[config.mk]
export PLATFORM = sky130hd
export DESIGN_NAME = gpio_interrupt_trigger_table
export DESIGN_NICKNAME = d
export VERILOG_FILES = /design/src/design/gitt_pkg.sv /design/src/design/gitt_pin_table.sv /design/src/design/gpio_interrupt_trigger_table.sv
export SDC_FILE = /design/constraint.sdc
export NUM_CORES = 1
export LEC_CHECK = 0
export BUFFER_PORTS_ARGS = -buffer_cell sky130_fd_sc_hd__buf_2
export CAP_MARGIN = 10
export CORE_AREA = 4 4 202 204
export DETAILED_ROUTE_END_ITERATION = 16
export DIE_AREA = 0 0 206 208
export HOLD_SLACK_MARGIN = 0.12
export PLACE_DENSITY = 0.74
export RECOVER_POWER = 50
export SETUP_SLACK_MARGIN = 0.2
export SYNTH_ARGS = -nofsm -noshare
export SYNTH_HDL_FRONTEND = slang
export SYNTH_SLANG_ARGS = --single-unit
[constraint.sdc]
create_clock -name clk -period 9.3 [get_ports clk]
set_input_delay 0.93 -clock clk [delete_from_list [all_inputs] [get_ports clk]]
set_output_delay 0.93 -clock clk [all_outputs]
set_load 0.01 [all_outputs]
[src/design/gitt_pkg.sv]
// Shared types, command and trigger codes for the GPIO interrupt trigger table.
// No dependencies; imported by every module of the block.
`default_nettype none

package gitt_pkg;

  localparam int NUM_PINS_DEF = 64;
  localparam int PIN_W        = 8;
  localparam int MASK_W       = 64;

  // Command codes
  localparam logic [2:0] CMD_SET_LEVEL   = 3'd0;
  localparam logic [2:0] CMD_SET_KIND    = 3'd1;
  localparam logic [2:0] CMD_MASKED_KIND = 3'd2;
  localparam logic [2:0] CMD_ATTACH      = 3'd3;
  localparam logic [2:0] CMD_DETACH      = 3'd4;
  localparam logic [2:0] CMD_ENABLE      = 3'd5;
  localparam logic [2:0] CMD_DISABLE     = 3'd6;
  localparam logic [2:0] CMD_UNUSED      = 3'd7;

  // Trigger kinds; codes six and seven are stored but never fire
  localparam logic [2:0] KIND_OFF     = 3'd0;
  localparam logic [2:0] KIND_RISE    = 3'd1;
  localparam logic [2:0] KIND_FALL    = 3'd2;
  localparam logic [2:0] KIND_ANY     = 3'd3;
  localparam logic [2:0] KIND_LOW_LVL = 3'd4;
  localparam logic [2:0] KIND_HI_LVL  = 3'd5;
  localparam logic [2:0] KIND_RSVD6   = 3'd6;
  localparam logic [2:0] KIND_RSVD7   = 3'd7;

  typedef struct packed {
    logic [2:0]        command;
    logic [PIN_W-1:0]  pin;
    logic              line_level;
    logic [2:0]        trigger_kind;
    logic [MASK_W-1:0] pin_mask;
    logic              handler_present;
  } in_item_t;

  typedef struct packed {
    logic             status;
    logic             fire;
    logic [PIN_W-1:0] fire_pin;
    logic             level_now;
  } out_item_t;

endpackage

`default_nettype wire

[src/design/gitt_pin_table.sv]
// Per-pin state flops and single-step command evaluation.
// Depends on gitt_pkg for item types and codes.
`default_nettype none

module gitt_pin_table
  import gitt_pkg::*;
#(
  parameter int NUM_PINS = NUM_PINS_DEF
) (
  input  wire logic      clk,
  input  wire logic      rst_n,
  input  wire in_item_t  item,
  input  wire logic      commit,
  output out_item_t      result
);

  localparam int PIN_IW = (NUM_PINS > 1) ? $clog2(NUM_PINS) : 1;

  logic [NUM_PINS-1:0]      levels_r, levels_nxt;
  logic [NUM_PINS-1:0]      enables_r, enables_nxt;
  logic [NUM_PINS-1:0]      attached_r, attached_nxt;
  logic [NUM_PINS-1:0][2:0] kinds_r, kinds_nxt;

  logic              pin_ok;
  logic [PIN_IW-1:0] idx;
  logic              lv_old, en_old, att_old;
  logic [2:0]        kind_old;
  logic              fire_c;

  // Decide whether a pin with the given state raises its interrupt
  function automatic logic kind_fires(logic [2:0] kind, logic lv, logic changed,
                                      logic en, logic att);
    logic f;
    f = 1'b0;
    if (en && att) begin
      case (kind)
        KIND_RISE:    f = changed && lv;
        KIND_FALL:    f = changed && !lv;
        KIND_ANY:     f = changed;
        KIND_LOW_LVL: f = !lv;
        KIND_HI_LVL:  f = lv;
        default:      f = 1'b0;
      endcase
    end
    return f;
  endfunction

  // Address decode and read of the addressed pin
  assign pin_ok = ({1'b0, item.pin} < 9'(NUM_PINS));
  assign idx    = item.pin[PIN_IW-1:0];

  always_comb begin
    lv_old   = 1'b0;
    en_old   = 1'b0;
    att_old  = 1'b0;
    kind_old = KIND_OFF;
    if (pin_ok) begin
      lv_old   = levels_r[idx];
      en_old   = enables_r[idx];
      att_old  = attached_r[idx];
      kind_old = kinds_r[idx];
    end
  end

  // Apply the command to the state and evaluate the fire condition
  always_comb begin
    levels_nxt   = levels_r;
    enables_nxt  = enables_r;
    attached_nxt = attached_r;
    kinds_nxt    = kinds_r;
    fire_c       = 1'b0;
    unique case (item.command)
      CMD_MASKED_KIND: begin
        for (int i = 0; i < NUM_PINS; i++) begin
          if (item.pin_mask[i]) begin
            kinds_nxt[i] = item.trigger_kind;
            if (item.trigger_kind == KIND_OFF) enables_nxt[i] = 1'b0;
          end
        end
      end
      CMD_SET_LEVEL: begin
        if (pin_ok) begin
          levels_nxt[idx] = item.line_level;
          fire_c = kind_fires(kind_old, item.line_level, lv_old != item.line_level,
                              en_old, att_old);
        end
      end
      CMD_SET_KIND: begin
        if (pin_ok) begin
          kinds_nxt[idx] = item.trigger_kind;
          if (item.trigger_kind == KIND_OFF) enables_nxt[idx] = 1'b0;
        end
      end
      CMD_ATTACH: begin
        if (pin_ok) attached_nxt[idx] = item.handler_present;
      end
      CMD_DETACH: begin
        if (pin_ok) begin
          attached_nxt[idx] = 1'b0;
          enables_nxt[idx]  = 1'b0;
        end
      end
      CMD_ENABLE: begin
        if (pin_ok) begin
          enables_nxt[idx] = 1'b1;
          fire_c = kind_fires(kind_old, lv_old, 1'b0, 1'b1, att_old);
        end
      end
      CMD_DISABLE: begin
        if (pin_ok) enables_nxt[idx] = 1'b0;
      end
      default: begin
      end
    endcase
  end

  // Form the result for the addressed pin
  always_comb begin
    result.status    = !pin_ok && (item.command != CMD_MASKED_KIND)
                       && (item.command != CMD_UNUSED);
    result.fire      = fire_c;
    result.fire_pin  = fire_c ? item.pin : '0;
    result.level_now = pin_ok && ((item.command == CMD_SET_LEVEL) ? item.line_level
                                                                  : lv_old);
  end

  // Hold the pin state; update when a command moves to the result register
  always_ff @(posedge clk) begin
    if (!rst_n) begin
      levels_r   <= '0;
      enables_r  <= '0;
      attached_r <= '0;
      kinds_r    <= '0;
    end else if (commit) begin
      levels_r   <= levels_nxt;
      enables_r  <= enables_nxt;
      attached_r <= attached_nxt;
      kinds_r    <= kinds_nxt;
    end
  end

endmodule

`default_nettype wire

[src/design/gpio_interrupt_trigger_table.sv]
// GPIO interrupt trigger table: one command per cycle, unless stalled, against per-pin flops.
// The input register holds each command, then the result register takes its result.
// Throughput: one command per cycle unless stalled, set by one pass through gitt_pin_table.
// Stall from the result side backs up through the input register to in_stall.
// Synchronous active-low reset clears all pin state (levels, enables, kinds, handlers) at once.
// Depends on gitt_pkg and gitt_pin_table.
`default_nettype none

module gpio_interrupt_trigger_table
  import gitt_pkg::*;
#(
  parameter int NUM_PINS = NUM_PINS_DEF
) (
  input  wire logic      clk,
  input  wire logic      rst_n,
  input  wire logic      in_valid,
  output logic           in_stall,
  input  wire in_item_t  in_data,
  output logic           out_valid,
  input  wire logic      out_stall,
  output out_item_t      out_data
);

  logic      s1_valid_r, s1_valid_nxt;
  in_item_t  s1_data_r;
  logic      out_valid_r, out_valid_nxt;
  out_item_t out_data_r;
  out_item_t result;
  logic      out_free, s1_go, in_take;

  // Pipeline flow control
  assign out_free      = !out_valid_r || !out_stall;
  assign s1_go         = s1_valid_r && out_free;
  assign in_stall      = s1_valid_r && !out_free;
  assign in_take       = in_valid && !in_stall;
  assign s1_valid_nxt  = in_take || (s1_valid_r && !s1_go);
  assign out_valid_nxt = s1_go || (out_valid_r && out_stall);

  gitt_pin_table #(
    .NUM_PINS (NUM_PINS)
  ) u_table (
    .clk    (clk),
    .rst_n  (rst_n),
    .item   (s1_data_r),
    .commit (s1_go),
    .result (result)
  );

  // Hold control state
  always_ff @(posedge clk) begin
    if (!rst_n) begin
      s1_valid_r  <= 1'b0;
      out_valid_r <= 1'b0;
    end else begin
      s1_valid_r  <= s1_valid_nxt;
      out_valid_r <= out_valid_nxt;
    end
  end

  // Capture the input transfer and the finished result
  always_ff @(posedge clk) begin
    if (in_take) s1_data_r  <= in_data;
    if (s1_go)   out_data_r <= result;
  end

  assign out_valid = out_valid_r;
  assign out_data  = out_data_r;

endmodule

`default_nettype wire

==> impl_results.md <==
- Total negative setup slack: 0 ps
- Relative slew slack: -247%
- Final hold violation count: 0
- YS warnings: 0
- Max VDD drop: 0.148 mV
- Largest net degree at the start of global routing: 243
- Pwr/cell area: 187 nW/µm²
- Internal power: 3.42 mW
- Worst R2R Setup Slack: 3020 ps
- Final Instance Area: 24,200 µm²
- Placement Cell Area: 22,600 µm²
- CTS root buf: clkbuf_16
- Failing checks: capacitance limit, slew limit
- Critical path arrival: 6900 ps
- Post-synth top cells: dfxtp_1 (386), nor2_1 (384), mux2i_1 (287)
- Psw: 1.10 mW
- Max Freq: 154 MHz
- Placeable core area: 39,300 µm²
- First-pass GRT wire length: 110,000 µm
- Ranking of synthesized cells by area: dfxtp_1 (35%), mux2i_1 (13%), edfxtp_1 (12%)
- FP Rows: 73
- # DRC: 0
- Reg2reg path depth: 8
- DR vias: 19,200
- Critical path class: in2reg
- Final slew viol count: 621
- Seq/Total Area, Yosys: 47.7%
- Syn Std Cell Area: 21,900 µm²
- Yosys top cell by area: dfxtp_1
- Post-synth top area share: 35.2%
- Routed Antenna Nets: 0
- Reg2reg start: s1_valid_r
- Worst Skew: 14.9 ps
- Hold slack: 474 ps
- Clock buffer count from CTS: 50
- MaxCap Viol Count: 8
- Starting Density: 55.8%
- Leak Pwr: 8.62 nW
- Die Y: 208 µm
- Worst path cell trace: clkbuf_1, inv_8, clkbuf_2, a311oi_1
- Critical Path Start Type: primary input
- CTS tree: done
- CP Max Fanout: 242
- Status: finished, violations left
- Clk Latency, worst-skew pair: 590 ps
- CTS Sinks: 477
- Register share of total power: 48.3%
- Clock power frac: 44.4%
- Initial antenna violation count: 2
- Initial drt markers: 2,705
- Maximum clock insertion buffer count: 3
- Port Buffer Count: 96
- Post-CTS setup repair buffer count: 0
- Net Sw Frac: 24.4%
- Syn Area/Cell: 9.63 µm²
- Share of cells above drive strength 1: 11.2%
- Filler cells: 3,237
- Drt first pass iters: 6
- ANT cells: 0
- Worst Hold Path EP: u_table.enables_r[22]
- Hpwl dp: 45,700 µm
- Ys flop type: dfxtp_1
- Worst hold path depth: 2
- Crit path max-delay family: buffers and inverters
- Final Critical Period: 6480 ps
- Final-stage net count: 2,337
- HP Class: reg2reg
- Post-CTS Resized: 0
- Required @ worst endpoint: 9720 ps
- Area growth syn-to-layout: 10.2%
- Die W: 206 µm
- Clk slew on worst S/H paths: 60 ps
- Combinational power share: 7.3%
- Worst-margin pin slew: 5200 ps
- Launch point of the worst hold path: u_table.enables_r[22]
- CP endpoint kind: register
- Gate Count Post-Synth: 2,278
- IO Count: 97
- Buf/Inv on CP: 3
- Vias per cell: 6.79
- Final core utilization: 61.5%
- Total Die Area: 42,800 µm²
- Library cells used by synthesis: 65
- H-tree lvl count: 2
- Synth Register Bits: 477
- Routability cong.: 0.983
- Final period util: 69.7%
- R2r endpoint: u_table.attached_r[55]
- Routed len/inst: 25.6 µm
- Total gr overflow: 0
- CP peak stage delay: 2500 ps
- Total Routing Usage GR: 32.7%
- Final setup violating endpoints: 0
- Post-Route WL: 72,300 µm
- RSZ-0062 raised after global routing: false
- Hold buffer count at cts: 0
- Most common cell in the netlist: dfxtp_1
- Worst path slowest cell: clkbuf_2
- FFs w/ async S/R, synth: 0%
- Number of global-route vias before repair: 18,100
- Number of synthesized flops with an enable pin: 91
worst reg2reg max path, stage by stage, from the launching register on:
cell	delay (ps)
dfxtp_1	340
a21boi_0	270
clkbuf_1	900
nand2_1	340
a21oi_4	200
clkbuf_1	1550
clkbuf_1	1940
a21oi_1	270
a311oi_1	310
state kept, by name, summed over array words and instances, names as in the netlist:
signal	count
u_table.attached_r	64
s1_valid_r	1
u_table.kinds_r	192
u_table.enables_r	64
u_table.levels_r	64
out_valid	1
s1_data_r	80
out_data	11
cell type report:
class | count | area, µm² | area share [%]
inverter | 5 | 26.3 | 0.109
timing repair buffer | 129 | 713 | 2.95
multi-input combinational | 1590 | 10700 | 44.1
tap | 525 | 657 | 2.72
clock buffer | 82 | 1570 | 6.48
sequential | 477 | 10500 | 43.3
clock inverter | 12 | 86.3 | 0.357
power by group through the flow:
stage               combinational, mW  sequential (mW)  clock, mW
finish                          0.329             2.18       2.00
global route                    0.345             2.18       2.11
CTS                             0.321             2.18       2.02
detailed placement              0.320             2.22          0
global placement                0.314             2.22          0
floorplan                       0.213             2.21          0
worst max path at each step:
stage,startpoint,slack [ps],depth (start not counted),endpoint
2_1_floorplan,out_stall,4090,2,s1_data_r[0]
3_3_place_gp,s1_data_r[70],5070,10,out_data[2]
3_5_place_dp,s1_data_r[70],5000,10,out_data[2]
4_1_cts,s1_data_r[70],4970,10,out_data[2]
5_1_grt,out_stall,2480,9,u_table.attached_r[49]
6_report,rst_n,2820,4,u_table.attached_r[1]
layout by cell type, fill, tap and decap left out, drive strengths merged, types with 45 or more instances in the layout:
cell / instances
dfxtp: 386
nor2: 384
mux2i: 287
a21oi: 179
o22ai: 126
o21ai: 125
clkbuf: 107
buf: 104
nand2: 98
edfxtp: 91
o211ai: 69
nand3: 45
cell families after synthesis:
family / share of synthesized area [%]
AO/OA/AOI/OAI: 18.7
XOR/XNOR: 0.0399
buffers and inverters: 4.00
flip-flops: 47.7
multiplexers: 18.0
other: 0.0171
AND/OR/NAND/NOR: 11.5
stage by stage:
| step | std cells | setup WS, ps | power (mW) |
|---|---|---|---|
| after global routing | 2820 | 2480 | 4.64 |
| final | 2820 | 2820 | 4.52 |
| after CTS | 2819 | 4970 | 4.52 |
| after global placement | 2725 | 5070 | 2.54 |
| after floorplan | 2279 | 4090 | 2.42 |
| after detailed placement | 2725 | 5000 | 2.54 |
routing by layer:
metal,GRT usage (%),vias to the layer above,share of wire [%]
met3,7.81,251,11
met1,45.0,9239,39
met4,15.8,4,5.4
met2,48.5,1270,44
met5,0,-,0.032
li1,-,8397,-
(Power assumes the default switching activity.)
